$ cat src/rtl/dhfk_pkg.sv
`default_nettype none
// ----------------------------------------------------------------------------
// dhfk_pkg: shared definitions for the DH chain forward kinematics block
// Fixed-point constants, CORDIC arctangent table, multiply-accumulate op
// descriptor, saturation and Hamilton product sign helpers.
// ----------------------------------------------------------------------------
package dhfk_pkg;

	localparam int MAX_LINKS = 8;
	localparam int IDX_W     = (MAX_LINKS > 1) ? $clog2(MAX_LINKS) : 1;
	localparam int CNT_W     = $clog2(MAX_LINKS + 1);

	localparam logic signed [31:0] ONE_Q24     = 32'sd16777216;
	localparam logic signed [33:0] TWOPI_Q24   = 34'sd105414357;
	localparam logic signed [33:0] PI_Q24      = 34'sd52707179;
	localparam logic signed [33:0] HALFPI_Q24  = 34'sd26353589;
	localparam logic signed [33:0] CORDIC_GAIN = 34'sd652032874;
	localparam int CORDIC_STEPS = 30;
	localparam int RED_STEPS    = 5;

	// Multiply-accumulate op issued by the sequencer
	typedef struct packed {
		logic       vld;
		logic       neg;
		logic       shr;
		logic       first;
		logic       last;
		logic [2:0] dest;
	} mac_op_t;

	// Arctangent of 2^-i in Q2.30
	function automatic logic signed [32:0] atan_q30(input logic [4:0] i);
		logic signed [32:0] t;
		case (i)
			5'd0:    t = 33'sd843314857;
			5'd1:    t = 33'sd497837829;
			5'd2:    t = 33'sd263043837;
			5'd3:    t = 33'sd133525159;
			5'd4:    t = 33'sd67021687;
			5'd5:    t = 33'sd33543516;
			5'd6:    t = 33'sd16775851;
			5'd7:    t = 33'sd8388437;
			5'd8:    t = 33'sd4194283;
			5'd9:    t = 33'sd2097141;
			5'd10:   t = 33'sd1048575;
			5'd11:   t = 33'sd524288;
			5'd12:   t = 33'sd262144;
			5'd13:   t = 33'sd131072;
			5'd14:   t = 33'sd65536;
			5'd15:   t = 33'sd32768;
			5'd16:   t = 33'sd16384;
			5'd17:   t = 33'sd8192;
			5'd18:   t = 33'sd4096;
			5'd19:   t = 33'sd2048;
			5'd20:   t = 33'sd1024;
			5'd21:   t = 33'sd512;
			5'd22:   t = 33'sd256;
			5'd23:   t = 33'sd128;
			5'd24:   t = 33'sd64;
			5'd25:   t = 33'sd32;
			5'd26:   t = 33'sd16;
			5'd27:   t = 33'sd8;
			5'd28:   t = 33'sd4;
			5'd29:   t = 33'sd2;
			default: t = 33'sd0;
		endcase
		return t;
	endfunction

	// Clamp a wide value to 32-bit signed
	function automatic logic signed [31:0] sat32(input logic signed [66:0] v);
		logic signed [31:0] r;
		if (v > 67'sd2147483647)
			r = 32'sh7fffffff;
		else if (v < -67'sd2147483648)
			r = 32'sh80000000;
		else
			r = v[31:0];
		return r;
	endfunction

	// Sign of term i in Hamilton product component c
	function automatic logic ham_neg(input logic [1:0] c, input logic [1:0] i);
		logic n;
		case (c)
			2'd0:    n = (i != 2'd0);
			2'd1:    n = (i == 2'd3);
			2'd2:    n = (i == 2'd1);
			default: n = (i == 2'd2);
		endcase
		return n;
	endfunction

endpackage
`default_nettype wire

$ cat src/rtl/dhfk_mac.sv
`default_nettype none
// ----------------------------------------------------------------------------
// dhfk_mac: shared multiply-accumulate unit
// Registered 33x33 signed multiply, then an optional shift by 8 and a signed
// accumulate; flags the end of each group with its destination.
// ----------------------------------------------------------------------------
module dhfk_mac import dhfk_pkg::*; (
	input  wire logic               clk,
	input  wire logic               arst_n,
	input  wire mac_op_t            op,
	input  wire logic signed [32:0] opa,
	input  wire logic signed [32:0] opb,
	output logic                    done,
	output logic [2:0]              dest,
	output logic signed [66:0]      acc
);

	mac_op_t            op_s1;
	logic signed [65:0] prod_s1;
	logic signed [66:0] acc_q;
	logic               done_q;
	logic [2:0]         dest_q;
	logic signed [66:0] term;

	// Scale and sign the product
	always_comb begin
		term = op_s1.shr ? 67'(prod_s1 >>> 8) : 67'(prod_s1);
		if (op_s1.neg)
			term = -term;
	end

	always_ff @(posedge clk or negedge arst_n) begin
		if (!arst_n) begin
			op_s1  <= '0;
			done_q <= 1'b0;
		end else begin
			op_s1   <= op;
			prod_s1 <= opa * opb;
			done_q  <= op_s1.vld & op_s1.last;
			dest_q  <= op_s1.dest;
			if (op_s1.vld)
				acc_q <= (op_s1.first ? 67'sd0 : acc_q) + term;
		end
	end

	assign done = done_q;
	assign dest = dest_q;
	assign acc  = acc_q;

endmodule
`default_nettype wire

$ cat config.mk
export PLATFORM = sky130hd
export DESIGN_NAME = dhfk_mac
export DESIGN_NICKNAME = d
export VERILOG_FILES = /design/src/rtl/dhfk_pkg.sv /design/src/rtl/dhfk_mac.sv
export SDC_FILE = /design/constraint.sdc
export NUM_CORES = 2
export LEC_CHECK = 0
export BUFFER_PORTS_ARGS = -buffer_cell sky130_fd_sc_hd__buf_2
export CORE_ASPECT_RATIO = 1.4
export CORE_UTILIZATION = 30
export DETAILED_ROUTE_END_ITERATION = 8
export PLACE_DENSITY = 0.45
export SETUP_SLACK_MARGIN = 0.3
export SYNTH_ARGS = -nofsm -noshare
export SYNTH_HDL_FRONTEND = slang
export SYNTH_SLANG_ARGS = --single-unit
$ cat constraint.sdc
create_clock -name clk -period 6.35 [get_ports clk]
set_input_delay 1.27 -clock clk [delete_from_list [all_inputs] [get_ports clk]]
set_output_delay 1.27 -clock clk [all_outputs]
set_load 0.005 [all_outputs]
==> results.py <==
metrics = {
    "worst_hold_path": {
        "hold_path.startpoint": "op_s1[0]",
        "min_path_cells": 0,
        "min_to": "dest[0]",
        "hold_path_class": "flop to flop",
    },
    "route": {
        "dr.pass1.iters": 5,
        "top_layer": "met5",
        "wirelength_um": 156000,
        "via_per_inst": 4.66,
        "wl_met2_um": 88700,
        "ant_nets": 0,
        "wl_per_cell_um": 19.4,
        "route.vias.total": 37400,
        "wl_met1_um": 60700,
        "drt-initial-drc-count": 1364,
        "met3_length_um": 2410,
        "drcViolationCount": 0,
    },
    "grt": {
        "grt_usage_pct": 19.1,
        "grt_pass1_vias": 42800,
        "gr-total-overflow": 0,
        "grt_first_pass_wirelength_um": 247000,
        "antenna_found_initial": 6,
        "grt_max_degree": 67,
    },
    "floorplanning": {
        "row_count": 176,
        "ioPinCount": 147,
        "fp.dieH_um": 484,
        "core_area_um2": 165000,
        "die-width_um": 347,
        "die_area_um2": 168000,
        "start_util_pct": 30.3,
    },
    "clocking": {
        "cts_buffer_depth": 2,
        "cts-root-buf": "clkbuf_16",
        "cts.htree.levels": 4,
        "cts_tree": "done",
        "cts.sinks": 145,
        "cts_buffers": 17,
        "clkLatencyLatePin_ns": 0.47,
        "clk_pin_slew_ns": 0.07,
    },
    "synthesis": {
        "synth_ff_type": "edfxtp_1",
        "syn_inst": 5361,
        "ys_seq_elements": 145,
        "synth_edf_count": 136,
        "ys_warn_count": 0,
        "syn_avg_cell_area_um2": 9.30,
        "async_flop_share_pct": 6.21,
        "synthDistinctLibCells": 83,
        "syn_nets": 6867,
        "syn_area_um2": 49900,
        "ys_seq_area_share_pct": 8.64,
    },
    "sta": {
        "hold_ws_ns": 0.424,
        "relSlewSlack_pct": 35.3,
        "timing.fmax_mhz": 118,
        "worst_slack_ns": -2.10,
        "fin_crit_sh_pct": 133,
        "hold_viol_final": 0,
        "setup_viol": 54,
        "finalMaxSlewViolations": 0,
        "rsz0062_at_grt": "yes",
        "final.setup_skew_ns": 0.0139,
        "fin_crit_ns": 8.45,
        "worstMarginPinSlew_ns": 0.971,
        "setup_tns_ns": -72.65,
    },
    "placement": {
        "io_buffer_count": 146,
        "hpwl_um": 136000,
        "place.gp.congestion": 0.869,
        "placed_area_um2": 57200,
    },
    "setup_path": {
        "crit_path_end_kind": "flop",
        "slowest_delay_ns": 0.62,
        "rr_startpoint": "op_s1[5]",
        "cp_max_fo": 8,
        "reg2reg_depth": 19,
        "cp-start-kind": "primary input",
        "crit_arrival_ns": 8.67,
        "crit_required_ns": 6.57,
        "criticalPathCategory": "primary input to flop",
        "crit_path_top_delay_cell": "fa_2",
        "reg2reg_to": "acc[65]",
        "crit_top_cell": "fa_2",
        "r2r_setup_slack_ns": 0.55,
    },
    "final_layout": {
        "final_layout_size_suffix_gt1_share_pct": 21.4,
        "fin_nets": 7380,
        "area_growth_pct": 22.9,
        "design_area_um2": 61300,
        "post-route-util_pct": 37.2,
        "num-fill-cells": 16800,
    },
    "status": {
        "status": "finished, violations left",
        "violations": "setup timing",
    },
    "flow_run": {
        "maxCapViolCount": 0,
    },
}
-- worst max-delay path: cells and delay by family --
kind,cells,cell delay (ns)
adder cells (fa/ha/maj),9,4.48
buffers and inverters,10,1.12
AND/OR/NAND/NOR,4,0.84
AO/OA/AOI/OAI,4,0.78
XOR/XNOR,1,0.11
-- cells in the final DEF (no fill, tap or decap), types with 89 or more instances in the layout --
cell type and instances:
a21oi_1 107, and2_1 498, buf_2 99, buf_4 461
buf_6 120, edfxtp_1 136, fa_1 1077, ha_1 232
inv_1 1079, nand2_1 617, nor2_1 120, nor2b_1 89
xnor2_1 93
-- layout make-up --
cell class,instances,area (um2),area share (%)
Clock inverter,9,61.3,0.100
Tap cell,2136,2670,4.36
Clock buffer,23,554,0.904
Inverter,1147,4310,7.03
Sequential cell,145,4320,7.04
Multi-Input combinational cell,3806,42500,69.4
Timing Repair Buffer,757,6830,11.1
Antenna cell,1,2.50,0.00408
-- timing repair --
| item | in CTS | in global routing |
|---|---|---|
| hold buffers | 0 | 0 |
| resized for setup | 325 | 288 |
| buffers inserted | 42 | 56 |
| pin swaps | 120 | 171 |
| gates cloned | 2 | 3 |
| endpoints found under the setup margin | 56 | 71 |
-- worst max path at each step --
stage	start	end	slack [ns]	cells after the start
2_1_floorplan	opb[2]	prod_s1[63]	-1.93	27
3_3_place_gp	opb[6]	prod_s1[63]	-2.88	28
3_5_place_dp	opb[12]	prod_s1[63]	-2.90	28
4_1_cts	opa[32]	prod_s1[63]	-2.09	28
5_1_grt	opa[32]	prod_s1[59]	-2.20	30
6_report	opa[32]	prod_s1[59]	-2.10	28
-- synth_stat cells, types with 6 or more instances --
master | instances | area share, %
or2_2 | 6 | 0.075
ha_1 | 284 | 7.1
mux2_2 | 17 | 0.38
inv_1 | 1146 | 8.6
o21bai_1 | 26 | 0.39
xor2_1 | 79 | 1.4
nand4_1 | 16 | 0.20
nand2b_1 | 28 | 0.35
nor2b_1 | 89 | 1.1
o31ai_1 | 25 | 0.38
o21ai_1 | 8 | 0.080
o21a_1 | 12 | 0.18
dfrtp_1 | 9 | 0.45
and3_1 | 17 | 0.21
edfxtp_1 | 136 | 8.2
nor4_1 | 6 | 0.075
nand2_1 | 642 | 4.8
a211oi_1 | 15 | 0.23
a31oi_1 | 19 | 0.24
buf_1 | 7 | 0.053
a21o_1 | 79 | 1.2
fa_1 | 1146 | 46
or3_1 | 16 | 0.20
nor3b_1 | 13 | 0.20
o22ai_1 | 6 | 0.075
clkbuf_1 | 248 | 1.9
nor3_1 | 45 | 0.45
mux2i_1 | 42 | 0.84
o21ai_0 | 103 | 1.0
a21oi_1 | 151 | 1.5
o211ai_1 | 11 | 0.17
nand3_1 | 28 | 0.28
nor2_1 | 137 | 1.0
xnor2_1 | 119 | 2.1
and2_1 | 537 | 6.7
-- logic make-up (layout without fill, tap and decap cells) --
| kind of cell | Yosys count | count (layout) | synth area share [%] |
|---|---|---|---|
| AO/OA/AOI/OAI | 517 | 517 | 6.67 |
| XOR/XNOR | 198 | 198 | 3.48 |
| adder cells (fa/ha/maj) | 1430 | 1430 | 53.1 |
| buffers and inverters | 1410 | 1936 | 10.7 |
| flip-flops | 145 | 145 | 8.64 |
| multiplexers | 59 | 59 | 1.23 |
| other | 0 | 1 | 0 |
| AND/OR/NAND/NOR | 1602 | 1602 | 16.2 |
-- stage by stage --
stage / instances / setup slack [ns]
finish: 8024 / -2.10
global route: 8023 / -2.20
CTS: 7964 / -2.09
detailed placement: 7888 / -2.90
global placement: 7888 / -2.88
floorplan: 5361 / -1.93
-- sequential cells by signal (all words and copies together), names as in the netlist --
name     flops
dest         3
op_s1        8
done         1
acc         67
prod_s1     66
-- routing by layer --
metal  vias up  GRT usage (%)
li1      17200              -
met1     19500           21.4
met2       485           38.6
met3       140           1.03
met4         2           4.66
met5         -              0
Power is not shown: default switching activity piles up to over one toggle a cycle in this logic, so the estimate is an artifact.
