**config.mk**
```make
export PLATFORM = sky130hd
export DESIGN_NAME = dhfk_cordic
export DESIGN_NICKNAME = d
export VERILOG_FILES = /design/src/rtl/dhfk_pkg.sv /design/src/rtl/dhfk_cordic.sv
export SDC_FILE = /design/constraint.sdc
export NUM_CORES = 1
export LEC_CHECK = 0
export CAP_MARGIN = 15
export CORE_MARGIN = 5
export CORE_UTILIZATION = 48
export CTS_BUF_LIST = sky130_fd_sc_hd__clkbuf_8 sky130_fd_sc_hd__clkbuf_16
export DETAILED_ROUTE_END_ITERATION = 7
export DONT_BUFFER_PORTS = 1
export GPL_TIMING_DRIVEN = 0
export MAX_ROUTING_LAYER = met4
export SYNTH_ARGS = -nofsm -noshare
export SYNTH_HDL_FRONTEND = slang
export SYNTH_SLANG_ARGS = --single-unit
```
**constraint.sdc**
```tcl
create_clock -name clk -period 10.23 [get_ports clk]
set_input_delay 1.5345 -clock clk [delete_from_list [all_inputs] [get_ports clk]]
set_output_delay 1.5345 -clock clk [all_outputs]
set_load 0.01 [all_outputs]
```
**src/rtl/dhfk_pkg.sv**
```systemverilog
`default_nettype none
// ----------------------------------------------------------------------------
// dhfk_pkg: shared definitions for the DH chain forward kinematics block
// Fixed-point constants, CORDIC arctangent table, multiply-accumulate op
// descriptor, saturation and Hamilton product sign helpers.
// ----------------------------------------------------------------------------
package dhfk_pkg;

	localparam int MAX_LINKS = 8;
	localparam int IDX_W     = (MAX_LINKS > 1) ? $clog2(MAX_LINKS) : 1;
	localparam int CNT_W     = $clog2(MAX_LINKS + 1);

	localparam logic signed [31:0] ONE_Q24     = 32'sd16777216;
	localparam logic signed [33:0] TWOPI_Q24   = 34'sd105414357;
	localparam logic signed [33:0] PI_Q24      = 34'sd52707179;
	localparam logic signed [33:0] HALFPI_Q24  = 34'sd26353589;
	localparam logic signed [33:0] CORDIC_GAIN = 34'sd652032874;
	localparam int CORDIC_STEPS = 30;
	localparam int RED_STEPS    = 5;

	// Multiply-accumulate op issued by the sequencer
	typedef struct packed {
		logic       vld;
		logic       neg;
		logic       shr;
		logic       first;
		logic       last;
		logic [2:0] dest;
	} mac_op_t;

	// Arctangent of 2^-i in Q2.30
	function automatic logic signed [32:0] atan_q30(input logic [4:0] i);
		logic signed [32:0] t;
		case (i)
			5'd0:    t = 33'sd843314857;
			5'd1:    t = 33'sd497837829;
			5'd2:    t = 33'sd263043837;
			5'd3:    t = 33'sd133525159;
			5'd4:    t = 33'sd67021687;
			5'd5:    t = 33'sd33543516;
			5'd6:    t = 33'sd16775851;
			5'd7:    t = 33'sd8388437;
			5'd8:    t = 33'sd4194283;
			5'd9:    t = 33'sd2097141;
			5'd10:   t = 33'sd1048575;
			5'd11:   t = 33'sd524288;
			5'd12:   t = 33'sd262144;
			5'd13:   t = 33'sd131072;
			5'd14:   t = 33'sd65536;
			5'd15:   t = 33'sd32768;
			5'd16:   t = 33'sd16384;
			5'd17:   t = 33'sd8192;
			5'd18:   t = 33'sd4096;
			5'd19:   t = 33'sd2048;
			5'd20:   t = 33'sd1024;
			5'd21:   t = 33'sd512;
			5'd22:   t = 33'sd256;
			5'd23:   t = 33'sd128;
			5'd24:   t = 33'sd64;
			5'd25:   t = 33'sd32;
			5'd26:   t = 33'sd16;
			5'd27:   t = 33'sd8;
			5'd28:   t = 33'sd4;
			5'd29:   t = 33'sd2;
			default: t = 33'sd0;
		endcase
		return t;
	endfunction

	// Clamp a wide value to 32-bit signed
	function automatic logic signed [31:0] sat32(input logic signed [66:0] v);
		logic signed [31:0] r;
		if (v > 67'sd2147483647)
			r = 32'sh7fffffff;
		else if (v < -67'sd2147483648)
			r = 32'sh80000000;
		else
			r = v[31:0];
		return r;
	endfunction

	// Sign of term i in Hamilton product component c
	function automatic logic ham_neg(input logic [1:0] c, input logic [1:0] i);
		logic n;
		case (c)
			2'd0:    n = (i != 2'd0);
			2'd1:    n = (i == 2'd3);
			2'd2:    n = (i == 2'd1);
			default: n = (i == 2'd2);
		endcase
		return n;
	endfunction

endpackage
`default_nettype wire

```
**src/rtl/dhfk_cordic.sv**
```systemverilog
`default_nettype none
// ----------------------------------------------------------------------------
// dhfk_cordic: iterative sine/cosine unit
// Reduces a Q8.24 angle into [-pi/2, pi/2] by restoring subtraction, then
// runs one CORDIC rotation step per cycle; results are Q2.30.
// ----------------------------------------------------------------------------
module dhfk_cordic import dhfk_pkg::*; (
	input  wire logic               clk,
	input  wire logic               arst_n,
	input  wire logic               start,
	input  wire logic signed [31:0] angle,
	output logic                    done,
	output logic signed [31:0]      sin_val,
	output logic signed [31:0]      cos_val
);

	typedef enum logic [1:0] {C_IDLE, C_RED, C_FOLD, C_ITER} cst_t;

	cst_t               state_q;
	logic [4:0]         i_q;
	logic signed [33:0] r_q;
	logic signed [33:0] x_q, y_q;
	logic signed [32:0] z_q;
	logic               neg_q;
	logic               done_q;
	logic signed [31:0] sin_q, cos_q;

	logic signed [33:0] step_sub;
	logic signed [33:0] r_wrap, r_fold;
	logic               fold_neg;
	logic signed [33:0] dx, dy, x_nx, y_nx;
	logic signed [32:0] z_nx;

	// Restoring reduction step, quadrant fold and rotation step
	always_comb begin
		step_sub = TWOPI_Q24 <<< i_q;
		r_wrap   = (r_q > PI_Q24) ? r_q - TWOPI_Q24 : r_q;
		fold_neg = 1'b0;
		r_fold   = r_wrap;
		if (r_wrap > HALFPI_Q24) begin
			r_fold   = r_wrap - PI_Q24;
			fold_neg = 1'b1;
		end else if (r_wrap < -HALFPI_Q24) begin
			r_fold   = r_wrap + PI_Q24;
			fold_neg = 1'b1;
		end
		dx = y_q >>> i_q;
		dy = x_q >>> i_q;
		if (!z_q[32]) begin
			x_nx = x_q - dx;
			y_nx = y_q + dy;
			z_nx = z_q - atan_q30(i_q);
		end else begin
			x_nx = x_q + dx;
			y_nx = y_q - dy;
			z_nx = z_q + atan_q30(i_q);
		end
	end

	always_ff @(posedge clk or negedge arst_n) begin
		if (!arst_n) begin
			state_q <= C_IDLE;
			done_q  <= 1'b0;
		end else begin
			done_q <= 1'b0;
			unique case (state_q)
				C_IDLE: begin
					if (start) begin
						// Shift negative angles up by 21 turns
						r_q     <= angle[31] ? 34'(angle) + 34'sd2213701497 : 34'(angle);
						i_q     <= 5'(RED_STEPS - 1);
						state_q <= C_RED;
					end
				end
				C_RED: begin
					if (r_q >= step_sub)
						r_q <= r_q - step_sub;
					if (i_q == 5'd0)
						state_q <= C_FOLD;
					else
						i_q <= i_q - 5'd1;
				end
				C_FOLD: begin
					z_q     <= 33'(r_fold <<< 6);
					x_q     <= CORDIC_GAIN;
					y_q     <= '0;
					neg_q   <= fold_neg;
					i_q     <= '0;
					state_q <= C_ITER;
				end
				C_ITER: begin
					x_q <= x_nx;
					y_q <= y_nx;
					z_q <= z_nx;
					i_q <= i_q + 5'd1;
					if (i_q == 5'(CORDIC_STEPS - 1)) begin
						cos_q   <= neg_q ? 32'(-x_nx) : x_nx[31:0];
						sin_q   <= neg_q ? 32'(-y_nx) : y_nx[31:0];
						done_q  <= 1'b1;
						state_q <= C_IDLE;
					end
				end
				default: state_q <= C_IDLE;
			endcase
		end
	end

	assign done    = done_q;
	assign sin_val = sin_q;
	assign cos_val = cos_q;

endmodule
`default_nettype wire

```
==> metrics.md <==
| Metric | Value |
|---|---|
| Hold-fix buffer count after cts | `0` |
| Cts bufs inserted | `31` |
| Worst Path Class, Setup | `register to register` |
| Gr ovfl total | `0` |
| Mapped cell area | `0.0270 mm2` |
| Post-synth EDFFs | `205` |
| Sink Count | `238` |
| Max-Cap Viols | `0` |
| Worst-path clk slew | `0.06 ns` |
| Die Area | `0.0611 mm2` |
| Top sig layer | `met4` |
| Crit-path max FO | `10` |
| Fin crit period | `9.24 ns` |
| Synthesized netlist cell count | `3213` |
| Via count | `25757` |
| Drt wl/cell | `24.4 um` |
| Distinct cells, synth | `93` |
| Worst Path Required | `10.55 ns` |
| Initial core utilization | `0.482` |
| Fin util | `0.519` |
| Ys Warns | `0` |
| Clk root buf | `clkbuf_16` |
| Global-route wire length before repair | `149000 um` |
| Worst-margin pin slew | `1.30 ns` |
| Routed met3 length | `6300 um` |
| H-tree depth | `1` |
| CTS tree | `done` |
| Arrival @ worst endpoint | `9.56 ns` |
| Fillers | `5377` |
| Iter 0 DRT Violations | `2300` |
| Skew-Pair Late Insertion Delay | `0.61 ns` |
| Failing checks | `design-rule violations` |
| Post-Route M1 WL | `40100 um` |
| GP Congestion | `1.05` |
| Final Setup Violations | `0` |
| Sequential area share after synthesis | `0.253` |
| Ys flop type | `edfxtp_1` |
| Max-Slew Margin vs Limit | `0.127` |
| Pre-antenna DRT Iters | `8` |
| Worst Setup Start Kind | `register` |
| CTS Buffer Depth | `3` |
| Routed WL | `98500 um` |
| Row cnt | `87` |
| Overall Global Routing Usage | `0.321` |
| Resized cells post-CTS | `0` |
| Vias per cell | `6.38` |
| Slowest stage delay, CP | `0.71 ns` |
| R2R cell count | `28` |
| Hold_ws | `0.623 ns` |
| Hold Fails Final Rpt | `0` |
| Largest net degree at the start of global routing | `65` |
| Run status | `finished, violations left` |
| Die height | `247 um` |
| DRC viols | `3` |
| Area delta synth->final | `7.81%` |
| Layout cells sized above 1 | `0.0802` |
| Clock Skew | `0.0216 ns` |
| Nets | `3457` |
| Die width | `247 um` |
| DRT antenna net count | `0` |
| I/O pins | `100` |
| Port buffer count | `0` |
| Syn_nets | `3417` |
| CP Capture Type | `register` |
| Post-DP HPWL | `78400 um` |
| Ys async rst share | `0.0126` |
| Met2 WL | `47500 um` |
| Post-CTS Setup Bufs | `0` |
| Maximum clock rate | `108 MHz` |
| Initial antenna violation count | `3` |
| Fin crit share | `0.903` |
| Vias in the first global route | `24797` |
| Synth Area per Inst | `8.41 um2` |
| RSZ-0062 raised after global routing | `no` |
| Worst path slowest cell | `buf_1` |
| Core area | `0.0561 mm2` |
| Number of synthesized register bits | `238` |
| Hold WC Path Type | `primary input to asynchronous set/reset pin` |
| Fin. max-slew vios | `0` |
## synth_stat cells, types with 28 or more instances
library cell / number / area (um2)
edfxtp_1: 205 / 6160
mux2i_1: 57 / 571
a21oi_1: 252 / 1260
a211oi_1: 34 / 255
inv_1: 91 / 342
nand3_1: 60 / 300
dfxtp_1: 30 / 601
o21a_1: 48 / 360
and3_1: 39 / 244
xnor2_1: 217 / 1900
nor3_1: 59 / 295
clkbuf_1: 121 / 454
mux4_2: 83 / 1870
or2_2: 29 / 181
nor2_1: 310 / 1160
a31oi_1: 59 / 369
o21ai_0: 205 / 1030
a21o_1: 63 / 473
buf_1: 28 / 105
xor2_1: 128 / 1120
nand2b_1: 50 / 313
and2_1: 75 / 469
mux2_2: 35 / 394
ha_1: 164 / 2050
or3_1: 32 / 200
o31ai_1: 34 / 255
nand2_1: 319 / 1200
o22ai_1: 36 / 225
## cells in the final DEF, fill, tap and decap left out, types with 60 or more instances in the layout
master / count
a21o_1: 63
a21oi_1: 251
and2_1: 74
clkbuf_1: 121
edfxtp_1: 205
ha_1: 164
inv_1: 93
mux4_2: 83
nand2_1: 319
nand3_1: 60
nor2_1: 310
o21ai_0: 205
xnor2_1: 217
xor2_1: 128
## final timing paths
check                           startpoint  slack (ns)           to
worst max-delay path                i_q[4]        0.99  cos_val[29]
worst min-delay path                arst_n        0.62   state_q[0]
worst max register to register      i_q[4]        0.99  cos_val[29]
worst min register to register  state_q[1]        0.65   state_q[1]
max in group asynchronous           arst_n        9.52   state_q[1]
min in group clk                state_q[1]        0.65   state_q[1]
## cell families after synthesis
kind of cell	Yosys count	share of synthesized area
AOI/OAI and AO/OA	911	0.214
xor gates and xnor gates	345	0.112
adders and majority gates	169	0.0797
buffers and inverters	270	0.0404
DFF	238	0.253
muxes	175	0.105
and+or+nand+nor	1105	0.196
## area by class of cell
cell class              count  area [um2]  share of cell area
plain buffers             175         736              0.0253
inverters                  95         357              0.0122
flip-flops and latches    238        6830               0.235
well taps                 756         946              0.0325
diodes                      3        7.51            0.000258
repair buffers              7         104             0.00357
multi-input cells        2705       19100               0.656
clock inverters            27         256             0.00881
clock buffers              31         776              0.0266
## worst max-delay path, delay by kind of cell (launching register included)
kind / cells / cell delay (ns)
buffers and inverters: 7 / 3.49
AO/OA/AOI/OAI: 9 / 2.27
AND/OR/NAND/NOR: 7 / 1.59
adder cells (fa/ha/maj): 2 / 0.59
flip-flops: 1 / 0.52
XOR/XNOR: 3 / 0.46
## metrics by stage
| stage | setup slack, ns | instances | area, um2 | TNS, ns |
|---|---|---|---|---|
| 2_1_floorplan | 2.38 | 3213 | 27000 | 0 |
| 3_3_place_gp | -0.230 | 3969 | 28000 | -7.75 |
| 3_5_place_dp | 1.29 | 3974 | 28100 | 0 |
| 4_1_cts | 1.24 | 4032 | 29100 | 0 |
| 5_1_grt | 0.539 | 4037 | 29100 | 0 |
| 6_report | 0.991 | 4037 | 29100 | 0 |
## metal layers
layer  track usage  up-vias
li1              -    11938
met1         0.397    12463
met2         0.540     1113
met3        0.0329      243
met4         0.132        0
met5             -        -
Power is left out: the tool's default activity adds up to more than one toggle a clock period on the data nets, which glitch-free logic cannot reach.
